## config.mk

```make
export PLATFORM = sky130hd
export DESIGN_NAME = lsps_div
export DESIGN_NICKNAME = d
export VERILOG_FILES = /design/src/hdl/lsps_pkg.sv /design/src/hdl/lsps_div.sv
export SDC_FILE = /design/constraint.sdc
export NUM_CORES = 1
export LEC_CHECK = 0
export BUFFER_PORTS_ARGS = -buffer_cell sky130_fd_sc_hd__buf_2
export CAP_MARGIN = 20
export CORE_MARGIN = 8
export CORE_UTILIZATION = 53
export CTS_CLUSTER_DIAMETER = 60
export DETAILED_ROUTE_END_ITERATION = 8
export GPL_TIMING_DRIVEN = 0
export PLACE_DENSITY = 0.86
export SLEW_MARGIN = 40
export SYNTH_ARGS = -nofsm -noshare
export SYNTH_HDL_FRONTEND = slang
export SYNTH_SLANG_ARGS = --single-unit
export TNS_END_PERCENT = 20
```

## constraint.sdc

```tcl
create_clock -name clk_i -period 3.2 [get_ports clk_i]
set_input_delay 0.16 -clock clk_i [delete_from_list [all_inputs] [get_ports clk_i]]
set_output_delay 0.16 -clock clk_i [all_outputs]
set_load 0.05 [all_outputs]
```

## src/hdl/lsps_pkg.sv

```systemverilog
// shared types and constants for the lidar sector steering block
// no dependencies; imported by every other file of the block
package lsps_pkg;

  // sizing of the sector accumulators and the control law
  localparam int unsigned MAX_POINTS    = 8192;
  localparam int unsigned QUALITY_SHIFT = 2;
  localparam int unsigned OUTPUT_LIMIT  = 2000;
  localparam int unsigned MIN_SIDE      = 20;
  localparam int unsigned MIN_FRONT     = 10;

  // field and state widths
  localparam int ANG_W   = 16;
  localparam int DIST_W  = 18;
  localparam int QUAL_W  = 8;
  localparam int SUM_W   = 31;
  localparam int CNT_W   = $clog2(MAX_POINTS + 1);
  localparam int STEER_W = 12;
  localparam int ERR_W   = 28;
  localparam int DIFF_W  = ERR_W + 1;
  localparam int TOT_W   = 48;
  localparam int MUL_W   = 42;
  localparam int ACC_W   = 43;
  localparam int DIV_CW  = $clog2(SUM_W);

  // register indexes, byte address is four times the index
  localparam logic [2:0] REG_GAIN_P      = 3'd0;
  localparam logic [2:0] REG_GAIN_I      = 3'd1;
  localparam logic [2:0] REG_GAIN_D      = 3'd2;
  localparam logic [2:0] REG_SETPOINT    = 3'd3;
  localparam logic [2:0] REG_BRAKE       = 3'd4;
  localparam logic [2:0] REG_SIDE_LOW    = 3'd5;
  localparam logic [2:0] REG_SIDE_HIGH   = 3'd6;
  localparam logic [2:0] REG_FRONT_HALF  = 3'd7;

  // register reset values
  localparam logic [15:0] RST_GAIN_P     = 16'd2560;
  localparam logic [15:0] RST_GAIN_I     = 16'd0;
  localparam logic [15:0] RST_GAIN_D     = 16'd5120;
  localparam logic [15:0] RST_SETPOINT   = 16'd600;
  localparam logic [15:0] RST_BRAKE      = 16'd300;
  localparam logic [15:0] RST_SIDE_LOW   = 16'd9102;
  localparam logic [15:0] RST_SIDE_HIGH  = 16'd16384;
  localparam logic [14:0] RST_FRONT_HALF = 15'd1820;

  // divider request and response
  typedef struct packed {
    logic              start;
    logic [SUM_W-1:0]  dividend;
    logic [CNT_W-1:0]  divisor;
  } div_req_t;

  typedef struct packed {
    logic              done;
    logic [SUM_W-1:0]  quot;
  } div_rsp_t;

endpackage

```

## src/hdl/lsps_div.sv

```systemverilog
// restoring divider for the side average, one quotient bit per cycle
// depends on lsps_pkg for the request and response structs
module lsps_div import lsps_pkg::*; (
  input  logic     clk_i,
  input  logic     rst_ni,
  input  div_req_t req_i,
  output div_rsp_t rsp_o
);

  logic              busy_q, done_q;
  logic [DIV_CW-1:0] cnt_q;
  logic [SUM_W-1:0]  dvd_q;
  logic [CNT_W-1:0]  rem_q, dvs_q;
  logic [CNT_W:0]    rem_sh, rem_sub;
  logic              ge;

  // shift in the next dividend bit and try the subtract
  assign rem_sh  = {rem_q, dvd_q[SUM_W-1]};
  assign ge      = rem_sh >= {1'b0, dvs_q};
  assign rem_sub = rem_sh - {1'b0, dvs_q};

  // control
  always_ff @(posedge clk_i or negedge rst_ni) begin
    if (!rst_ni) begin
      busy_q <= 1'b0;
      done_q <= 1'b0;
      cnt_q  <= '0;
    end else begin
      done_q <= 1'b0;
      if (req_i.start) begin
        busy_q <= 1'b1;
        cnt_q  <= '0;
      end else if (busy_q) begin
        cnt_q <= cnt_q + 1'b1;
        if (cnt_q == DIV_CW'(SUM_W - 1)) begin
          busy_q <= 1'b0;
          done_q <= 1'b1;
        end
      end
    end
  end

  // datapath, quotient bits replace the dividend bits
  always_ff @(posedge clk_i) begin
    if (req_i.start) begin
      dvd_q <= req_i.dividend;
      dvs_q <= req_i.divisor;
      rem_q <= '0;
    end else if (busy_q) begin
      dvd_q <= {dvd_q[SUM_W-2:0], ge};
      rem_q <= ge ? rem_sub[CNT_W-1:0] : rem_sh[CNT_W-1:0];
    end
  end

  assign rsp_o.done = done_q;
  assign rsp_o.quot = dvd_q;

endmodule

```

# Word level (Yosys, flattened, before mapping)
# Index checks and enable logic that the tools add are counted.
[word_totals]
reg_bits = 66
output_inout_bits = 32
word_cells = 22
input_bits = 48
[classes]
n_mux = 11
n_addsub = 2
order_cmp = 1
eq_ne = 1
reduce_logical = 1
[op_table]
columns = ["op", "n"]
rows = [
  ["31-bit 2-to-1 mux", 2],
  ["15-bit by 14-bit >= comparator with 1-bit output", 1],
  ["14-bit 2-to-1 mux", 1],
  ["14-bit subtractor", 1],
  ["5-bit 2-to-1 mux", 2],
  ["1-bit 2-to-1 mux", 6],
  ["5-bit by 1-bit adder with 5-bit output (second input constant)", 1],
  ["5-bit == test (second input constant)", 1],
  ["2-bit nonzero test", 1],
]

# Logic depth before layout (Yosys ltp)
# Gate-level depths: netlist of run 1.
[logic_depth]
word_depth = 4
depth_mapped = 11
ltp_nobuf = 10

# Worst setup path after synthesis of run 1
# No wires, ideal clock.
[synth_path]
kind = "reg-to-reg"
start = "register dvd_q[30]"
end = "register rem_q[10]"
synth_period_minus_slack_ns = 2.629
path_buffers = 0
stages_incl_launch_ff = 11
setup_slack_ns = 0.571
setup_time_ns = 0.086
t_arrival_ns = 2.544
required_ns = 3.114
path_cell_list = "edfxtp_1 -> inv_1 -> ha_1 -> inv_1 -> fa_1 -> a21o_1 -> a221oi_1 -> o21ai_0 -> xor2_1 -> mux2i_1 -> a211oi_1"
[synth_via]
elab_chain_len = 2
elab_cells_between_ends = 3
classes_between = "1 x add/sub; 1 x order compare; 1 x mux"
[synth_lines]
columns = ["item", "line_no", "rtl"]
rows = [
  ["start, declared", "lsps_div.sv:12", "logic [SUM_W-1:0] dvd_q;"],
  ["start signal, assigned", "lsps_div.sv:46", "dvd_q <= req_i.dividend;"],
  ["start signal, assigned", "lsps_div.sv:50", "dvd_q <= {dvd_q[SUM_W-2:0], ge};"],
  ["14-bit subtractor or 15-bit by 14-bit >= comparator with 1-bit output (tied branches)", "lsps_div.sv:20, lsps_div.sv:19", ""],
  ["14-bit 2-to-1 mux *", "lsps_div.sv:51", "rem_q <= ge ? rem_sub[CNT_W-1:0] : rem_sh[CNT_W-1:0];"],
  ["end signal, assigned", "lsps_div.sv:51", ""],
  ["end, declared", "lsps_div.sv:13", "logic [CNT_W-1:0] rem_q, dvs_q;"],
]
# Mark *: on every way between the ends. The rest lies on a longest branch, timed or not.
# A chain may end at the register's enable or synchronous reset.

# Worst setup path after layout of run 1
# Ends and elaborated chain as after synthesis.

==> flow_summary.yaml, run 1 <==
logic_synthesis:
  yosys_most_used_dff: "edfxtp_1"
  synth_edf_count: 45
  avgSynthCellArea_um2: 11.9
  ys_ff_latch: 66
  yosys_warnings: 0
  synth.net_count: 352
  synth.distinct_cells: 44
  synthCells: 286
  syn-cell-area_um2: 3420
  ys_seq_area_frac: 0.529
  synthArstFlopShare: 0.106
timing:
  finClkSkew_ns: 0.00999
  slew_headroom: 0.488
  drv_slew: 0
  whs_ns: 0.113
  tns_ns: 0
  tightest_slew_ns: 0.768
  setup_violations: 0
  rsz0062_at_grt: "false"
  period_share: 0.895
  hold_viol_final: 0
  post-route-min-period_ns: 2.86
  max_freq_ghz: 0.349
clock_tree:
  clock_latency_ns: 0.35
  cts_sinks: 66
  cts_resized: 0
  htreeDepth: 3
  cts_max_path_buffers: 2
  clkTransAtPathRegs_ns: 0.07
  cts_setup_buffers: 0
  cts_made_buffers: 9
  cts_hold_buf: 15
  cts_tree: "done"
  clk_root_buffer_cell: "clkbuf_8"
hold_path:
  min_path_type: "in -> reg"
die:
  rows: 29
  dieArea_um2: 9270
  dieHeight_um: 96.3
  start_util: 0.544
  die_w_um: 96.3
  core_region_area_um2: 6280
  num_io_pins: 80
grt:
  overflow: 0
  grt_pass1_vias: 2847
  grt_max_degree: 32
  grt_util_all_layers: 0.186
  antenna_found_initial: 0
  grt_pass1_wl_mm: 13.3
worst_setup_path:
  critPathSlowestCell: "a221oi_1"
  critPathCapture: "rem_q[10]$_SDFFE_PP0P_"
  timing.rr.end: "rem_q[10]$_SDFFE_PP0P_"
  critPathKind: "reg -> reg"
  worstSetupEndpointType: "register"
  ff2ff_path_depth: 10
  startpoint: "dvd_q[30]$_DFFE_PP_"
  reg2reg_from: "dvd_q[30]$_DFFE_PP_"
  worst_path_largest_cell_delay_ns: 0.66
  cp_num_buf_inv: 2
  path_common_cell: "inv_1"
  regToRegSetupSlack_ns: 0.34
  arrival_ns: 3.06
  crit_family: "compound AO/OA/AOI/OAI gates"
  cp_max_fo: 4
  worstPathRequired_ns: 3.40
  cp.depth: 10
  start_kind: "register"
  path_cells: "inv_1 > ha_1 > inv_1 > fa_1 > a21o_1 > a221oi_1 > o21ai_0 > xor2_1 > mux2i_1 > a211oi_1"
final_layout:
  num_antenna_cells: 0
  final_nets: 457
  drive_above_1_share: 0.323
  fin_util: 0.685
  syn_to_final_growth_pct: 25.9
  n_fill_cell: 478
placement:
  gp_congestion: 0.896
  io_buffers: 79
  hpwl_mm: 5.91
status:
  status: "finished clean"
job:
  maxCapViolCount: 0
routing:
  dr.pass1.iters: 4
  wl_per_cell_um: 17.3
  vias_per_cell: 5.59
  totalWireLength_mm: 8.18
  ant_nets: 0
  drt_iter0_drc: 140
  num_vias: 2642
  remaining_drc_errors: 0
pwr:
  worst_ir_drop_vdd_mv: 0.484
  leakage_nw: 1.90
  p_per_area_nw_per_um2: 792
[flip-flops by register name, indices dropped and copies added, names as in the netlist]
signal,cells
cnt_q,5
dvs_q,14
rem_q,14
busy_q,1
dvd_q,31
done_q,1
[worst min path at each step]
stage | slack [ns] | to | from | cells after the start
2_1_floorplan | -0.14 | busy_q$_DFF_PN0_ | rst_ni | 0
3_3_place_gp | -0.003 | cnt_q[3]$_DFFE_PN0P_ | rst_ni | 1
3_5_place_dp | -0.002 | done_q$_DFF_PN0_ | rst_ni | 1
4_1_cts | 0.1 | dvd_q[25]$_DFFE_PP_ | req_i[39] | 2
5_1_grt | 0.11 | dvd_q[8]$_DFFE_PP_ | req_i[22] | 2
6_report | 0.11 | dvd_q[11]$_DFFE_PP_ | req_i[25] | 2
[final cells by class]
cell class	count	area, um^2	area share
flip-flops and latches	66	1810	0.420
clock inverters	5	101	0.0236
inverters	20	75.1	0.0175
well taps	77	96.3	0.0224
multi-input cells	186	1460	0.340
repair buffers	94	546	0.127
clock buffers	11	141	0.0329
plain buffers	14	71.3	0.0166
[synth_stat cells, drive strengths merged (5+ instances only)]
library cell / n / area share
nand2b: 5 / 0.0092
edfxtp: 45 / 0.40
nor2: 21 / 0.023
a21oi: 8 / 0.012
a31oi: 5 / 0.0092
nand4: 6 / 0.011
dfrtp: 7 / 0.051
a21o: 7 / 0.015
a211oi: 7 / 0.015
nand2: 10 / 0.011
xor2: 9 / 0.023
o21ai: 9 / 0.013
dfxtp: 14 / 0.082
inv: 20 / 0.022
xnor2: 5 / 0.013
ha: 17 / 0.062
mux2: 31 / 0.10
clkbuf: 11 / 0.012
mux2i: 8 / 0.023
[layer usage]
metal | wire length, um | track usage
met1 | 3310 | 0.213
met2 | 3900 | 0.300
met3 | 843 | 0.0710
met4 | 127 | 0.0933
met5 | 0 | 0
[cell families (layout without fill, tap and decap cells)]
family / after synthesis / after routing / share of synthesized area
AO/OA/AOI/OAI: 53 / 53 / 0.105
XOR/XNOR: 14 / 14 / 0.0359
flip-flops: 66 / 66 / 0.529
buffers and inverters: 34 / 144 / 0.0428
multiplexers: 39 / 39 / 0.126
AND/OR/NAND/NOR: 62 / 62 / 0.0937
adder cells (fa/ha/maj): 18 / 18 / 0.0681
[power by group]
part | internal, mW | switching, mW | total, mW
Sequential | 1.08 | 0.107 | 1.18
Clock | 0.537 | 0.318 | 0.854
Combinational | 0.574 | 0.797 | 1.37
Total | 2.19 | 1.22 | 3.41
[cell usage in the layout (no fill, tap or decap), types with 3 or more instances in the layout]
master and n:
nand4_1 6, mux2_2 31, dlygate4sd3_1 15, bufinv_16 3, edfxtp_1 45, a21oi_1 8, nor2_1 21, or3_1 3
buf_2 79, a31oi_1 5, nand2b_1 5, nand3_1 3, clkbuf_1 12, mux2i_1 8, xnor2_1 5, clkbuf_8 10
o21ai_0 7, ha_1 17, o211ai_1 3, inv_1 20, a211oi_1 7, a21o_1 7, dfxtp_1 14, dfrtp_1 7
nand2_1 10, o21a_1 4, xor2_1 9
[through the flow]
stage	cell area, um^2	power (mW)	setup WS [ns]	std cells
after global routing	4300	3.58	0.144	473
final	4300	3.41	0.337	473
after CTS	4300	3.41	0.425	473
after global placement	3910	2.48	0.482	442
after floorplan	3420	2.23	0.571	286
after detailed placement	3910	2.53	0.462	442
Power figures use the tool's default switching activity.
==> run 2: changes to the inputs <==
HOLD_SLACK_MARGIN = 0.12   (was unset)
clock period = 2.8 ns   (was 3.2 ns; I/O delays follow)
==> run 2 against run 1 <==
Sequential power is 15% higher. Register-to-register slack worse by 0.20 ns. Final cell count is 6.1% higher. Critical path depth stayed put. Sequential cell count stayed put. Non-clock buffer count is 29 higher. Die area stayed put. Clock-buffer cell count stayed put. Total power is 17% higher. Clock skew is 0.0013 ns higher. Via count is 6.2% higher. Largest power group unchanged. Highest routed layer unchanged.
==> flow_summary.yaml, run 2 (synthesized netlist as in run 1, its figures left out) <==
die:
  num_io_pins: 80
  start_util: 0.544
  rows: 29
  die_w_um: 96.3
  dieArea_um2: 9270
  core_region_area_um2: 6280
  dieHeight_um: 96.3
pwr:
  p_total_mw: 3.97
  worst_ir_drop_vdd_mv: 0.520
  seqPwrFrac: 0.342
  combPwrFrac: 0.409
  p_per_area_nw_per_um2: 864
  leakage_nw: 2.02
  p_int_mw: 2.53
  switching_share: 0.363
  p_clk_frac: 0.249
  p_sw_mw: 1.44
clock_tree:
  cts_max_path_buffers: 2
  clkTransAtPathRegs_ns: 0.07
  cts_sinks: 66
  cts_made_buffers: 9
  clk_root_buffer_cell: "clkbuf_8"
  htreeDepth: 3
  cts_tree: "done"
  clock_latency_ns: 0.35
final_layout:
  largest_register_ffs: 31
  layout_commonest_cell: "buf_2"
  top_regs: "dvd_q: 31 flops, dvs_q: 14 flops, rem_q: 14 flops"
  top_register: "dvd_q"
  final_nets: 486
  final_cell_mix: "79 x buf_2, 45 x edfxtp_1, 44 x dlygate4sd3_1"
  num_antenna_cells: 0
  drive_above_1_share: 0.304
  syn_to_final_growth_pct: 34.6
worst_setup_path:
  worst_path_largest_cell_delay_ns: 0.47
  cp_max_fo: 4
  worstSetupEndpointType: "register"
  path_common_cell: "inv_1"
  worstPathRequired_ns: 3.00
  critPathKind: "reg -> reg"
  critPathSlowestCell: "a221oi_2"
  path_cells: "inv_1 > ha_1 > inv_1 > fa_1 > a21o_1 > a221oi_2 > o21ai_0 > xor2_1 > mux2i_1 > a211oi_1"
  start_kind: "register"
  arrival_ns: 2.86
timing:
  slew_headroom: 0.497
  tightest_slew_ns: 0.755
  tns_ns: 0
  period_share: 0.952
  max_freq_ghz: 0.375
  hold_viol_final: 0
  rsz0062_at_grt: "false"
  drv_slew: 0
  setup_violations: 0
  whs_ns: 0.126
  finClkSkew_ns: 0.0113
  post-route-min-period_ns: 2.67
grt:
  grt_pass1_wl_mm: 15.1
  grt_pass1_vias: 2993
  grt_max_degree: 32
  grt_util_all_layers: 0.215
  overflow: 0
  antenna_found_initial: 0
routing:
  met2_length_mm: 4.71
  wl_per_cell_um: 19.0
  totalWireLength_mm: 9.52
  drt_iter0_drc: 141
  met1Wirelength_mm: 3.79
  vias_per_cell: 5.59
  top_layer: "met4"
  dr.pass1.iters: 4
  wl_met3_um: 823
  ant_nets: 0
  num_vias: 2806
  remaining_drc_errors: 0
hold_path:
  min_path_type: "in -> reg"
job:
  maxCapViolCount: 0
placement:
  hpwl_mm: 5.91
  io_buffers: 79
  gp_congestion: 0.896
status:
  status: "finished clean"
run 2: cell types whose count changed in the layout (fill, tap and decap cells not counted), sizes merged:
cell / delta
dlygate4sd3: +29
run 2: path summary, 6_finish.rpt:
path	start	end	slack [ns]	depth (start not counted)
worst min register to register	rem_q[5]$_SDFFE_PP0P_	rem_q[5]$_SDFFE_PP0P_	0.51	2
worst min-delay path	req_i[42]	dvd_q[28]$_DFFE_PP_	0.13	2
max in group asynchronous	rst_ni	cnt_q[1]$_DFFE_PN0P_	2.48	2
worst max register to register	dvd_q[30]$_DFFE_PP_	rem_q[10]$_SDFFE_PP0P_	0.13	10
worst max-delay path	dvd_q[30]$_DFFE_PP_	rem_q[10]$_SDFFE_PP0P_	0.13	10
min in group asynchronous	rst_ni	done_q$_DFF_PN0_	0.16	2
run 2: metal layers:
| layer | GRT usage | vias up |
|---|---|---|
| met2 | 0.369 | 110 |
| li1 | - | 1324 |
| met4 | 0.0933 | 0 |
| met3 | 0.0780 | 17 |
| met5 | 0 | - |
| met1 | 0.235 | 1355 |
run 2: power by group through the flow:
| stage | combinational, mW | sequential (mW) | clock [mW] |
|---|---|---|---|
| after detailed placement | 1.53 | 1.37 | 0 |
| after CTS | 1.58 | 1.35 | 0.994 |
| after global placement | 1.48 | 1.36 | 0 |
| after global routing | 1.74 | 1.38 | 1.04 |
| final | 1.62 | 1.36 | 0.988 |
| after floorplan | 1.01 | 1.54 | 0 |
run 2: worst max-delay path, delay by kind of cell, from the launching register on:
kind	cells	cell delay, ns
AOI/OAI and AO/OA	4	1.01
buffers and inverters	2	0.16
adders and majority gates	2	0.57
DFF	1	0.44
muxes	1	0.18
xor gates and xnor gates	1	0.17
run 2: final cells by class:
cell class              instances  area (um^2)
clock inverters                 5          101
inverters                      20         75.1
multi-input cells             186         1470
clock buffers                  11          141
repair buffers                123          836
fillers                       429         1680
flip-flops and latches         66         1810
well taps                      77         96.3
plain buffers                  14         71.3
run 2: through the flow:
stage          worst slack (ns)  cell area [um^2]  std cells   util
2_1_floorplan             0.171              3420        286      -
3_3_place_gp             0.0816              3910        442  0.623
3_5_place_dp             0.0616              3910        442  0.623
4_1_cts                  0.0252              4590        502  0.732
5_1_grt                  0.0259              4600        502  0.733
6_report                  0.135              4600        502  0.733
run 2: what timing repair did:
item,in CTS,in global routing
endpoints found under the setup margin,0,4
hold buffers,44,0
resized for setup,0,1
endpoints found under the hold margin,50,0
buffers inserted,0,0
==> run 3: changes to the inputs <==
GPL_TIMING_DRIVEN = unset   (was 0)
clock period = 3.1 ns   (was 2.8 ns; I/O delays follow)
==> run 3 against run 2 <==
Register-to-register slack better by 0.19 ns. Non-clock buffer count is 16 lower. Sequential share of layout area is 1.2 points higher. First-iteration DRC count is 77% higher. Clock-buffer cell count is 1 lower. Critical path type unchanged.
==> flow_summary.yaml, run 3 (synthesized netlist as in run 1, its figures left out) <==
worst_setup_path:
  worstSetupEndpointType: "register"
  regToRegSetupSlack_ns: 0.33
  timing.rr.end: "rem_q[9]$_SDFFE_PP0P_"
  ff2ff_path_depth: 8
  critPathCapture: "rem_q[9]$_SDFFE_PP0P_"
  cp_max_fo: 13
  reg2reg_from: "dvs_q[1]$_DFFE_PP_"
  startpoint: "dvs_q[1]$_DFFE_PP_"
  start_kind: "register"
  critPathKind: "reg -> reg"
  worstPathRequired_ns: 3.35
  arrival_ns: 3.03
timing:
  whs_ns: 0.134
  tightest_slew_ns: 0.724
  setup_violations: 0
  worst_slack_ns: 0.326
  rsz0062_at_grt: "false"
  drv_slew: 0
  hold_viol_final: 0
  slew_headroom: 0.517
  finClkSkew_ns: 0.0195
  post-route-min-period_ns: 2.77
  period_share: 0.895
  tns_ns: 0
  max_freq_ghz: 0.360
grt:
  grt_pass1_wl_mm: 15.1
  antenna_found_initial: 0
  grt_max_degree: 43
  grt_use_met1: 0.243
  met3_usage: 0.0764
  top_usage_layer: "met2"
  grt_pass1_vias: 2926
  met2_usage: 0.372
  overflow: 0
  grt_util_all_layers: 0.217
final_layout:
  drive_above_1_share: 0.313
  largest_register_ffs: 31
  final_nets: 470
  top_register: "dvd_q"
  top_regs: "dvd_q: 31 flops, dvs_q: 14 flops, rem_q: 14 flops"
  layout_commonest_cell: "buf_2"
  syn_to_final_growth_pct: 30.5
  n_fill_cell: 421
  final_cell_mix: "79 x buf_2, 45 x edfxtp_1, 39 x dlygate4sd3_1"
  num_antenna_cells: 0
pwr:
  switching_share: 0.378
  p_per_area_nw_per_um2: 768
  seqPwrFrac: 0.359
  p_clk_frac: 0.234
  p_sw_mw: 1.29
  combPwrFrac: 0.407
  worst_ir_drop_vdd_mv: 0.430
  p_int_mw: 2.13
  leakage_nw: 1.97
routing:
  dr.pass1.iters: 5
  drt_iter0_drc: 250
  ant_nets: 0
  num_vias: 2747
  vias_per_cell: 5.65
  wl_per_cell_um: 19.3
  totalWireLength_mm: 9.36
  remaining_drc_errors: 0
clock_tree:
  cts_tree: "done"
  cts_resized: 0
  cts_made_buffers: 9
  clkTransAtPathRegs_ns: 0.09
  clock_latency_ns: 0.36
  cts_max_path_buffers: 2
  cts_sinks: 66
  clk_root_buffer_cell: "clkbuf_8"
  htreeDepth: 3
die:
  dieArea_um2: 9270
  die_w_um: 96.3
  start_util: 0.544
  core_region_area_um2: 6280
  num_io_pins: 80
  dieHeight_um: 96.3
  rows: 29
job:
  maxCapViolCount: 0
placement:
  hpwl_mm: 5.29
  place_ws_ns: 0.478
  gp_congestion: 0.891
  io_buffers: 79
hold_path:
  min_path_type: "in -> reg"
  holdPathStages: 2
status:
  status: "finished clean"
run 3: area by class of cell:
| type | instances | area, um^2 | share of cell area |
|---|---|---|---|
| well taps | 77 | 96.3 | 0.0216 |
| inverters | 20 | 75.1 | 0.0168 |
| clock inverters | 6 | 82.6 | 0.0185 |
| clock buffers | 10 | 128 | 0.0286 |
| repair buffers | 121 | 808 | 0.181 |
| multi-input cells | 186 | 1460 | 0.328 |
| flip-flops and latches | 66 | 1810 | 0.405 |
run 3: how the worst min path moves through the flow:
stage              start             endpoint
4_1_cts        req_i[28]  dvd_q[14]$_DFFE_PP_
3_3_place_gp      rst_ni     done_q$_DFF_PN0_
3_5_place_dp      rst_ni     done_q$_DFF_PN0_
6_report       req_i[21]   dvd_q[7]$_DFFE_PP_
5_1_grt        req_i[33]  dvd_q[19]$_DFFE_PP_
2_1_floorplan     rst_ni     busy_q$_DFF_PN0_
run 3: repair_timing:
| item | 4_1_cts | 5_1_grt |
|---|---|---|
| setup buffers | 0 | 0 |
| hold endpoints to repair | 45 | 0 |
| hold buffers | 39 | 0 |
run 3: critical path: stages, from the launching register on:
cell and delay, ns:
edfxtp_1 0.35, inv_1 0.09, ha_1 0.30, nor2b_1 0.23, o2111ai_1 0.25, a31oi_1 0.40
or2_1 0.58, nand3_1 0.18, a311oi_1 0.29
run 3: per-layer routing:
layer | wire [um] | part of all wire | up-vias
li1 | - | - | 1291
met2 | 4680 | 0.50 | 130
met3 | 857 | 0.092 | 15
met5 | 0 | 0 | -
met1 | 3650 | 0.39 | 1311
met4 | 163 | 0.017 | 0
run 3: stage by stage:
step | power (mW) | instances | utilization | area, um^2
CTS | 3.37 | 486 | 0.711 | 4460
global route | 3.60 | 486 | 0.711 | 4460
detailed placement | 2.53 | 431 | 0.615 | 3860
global placement | 2.51 | 431 | 0.615 | 3860
finish | 3.42 | 486 | 0.711 | 4460
floorplan | 2.30 | 286 | - | 3420
run 3: power groups by stage:
stage | logic, mW | registers, mW | clock network (mW)
after global placement | 1.28 | 1.23 | 0
after floorplan | 0.910 | 1.39 | 0
after global routing | 1.51 | 1.25 | 0.837
after detailed placement | 1.30 | 1.23 | 0
after CTS | 1.35 | 1.22 | 0.795
final | 1.39 | 1.23 | 0.801
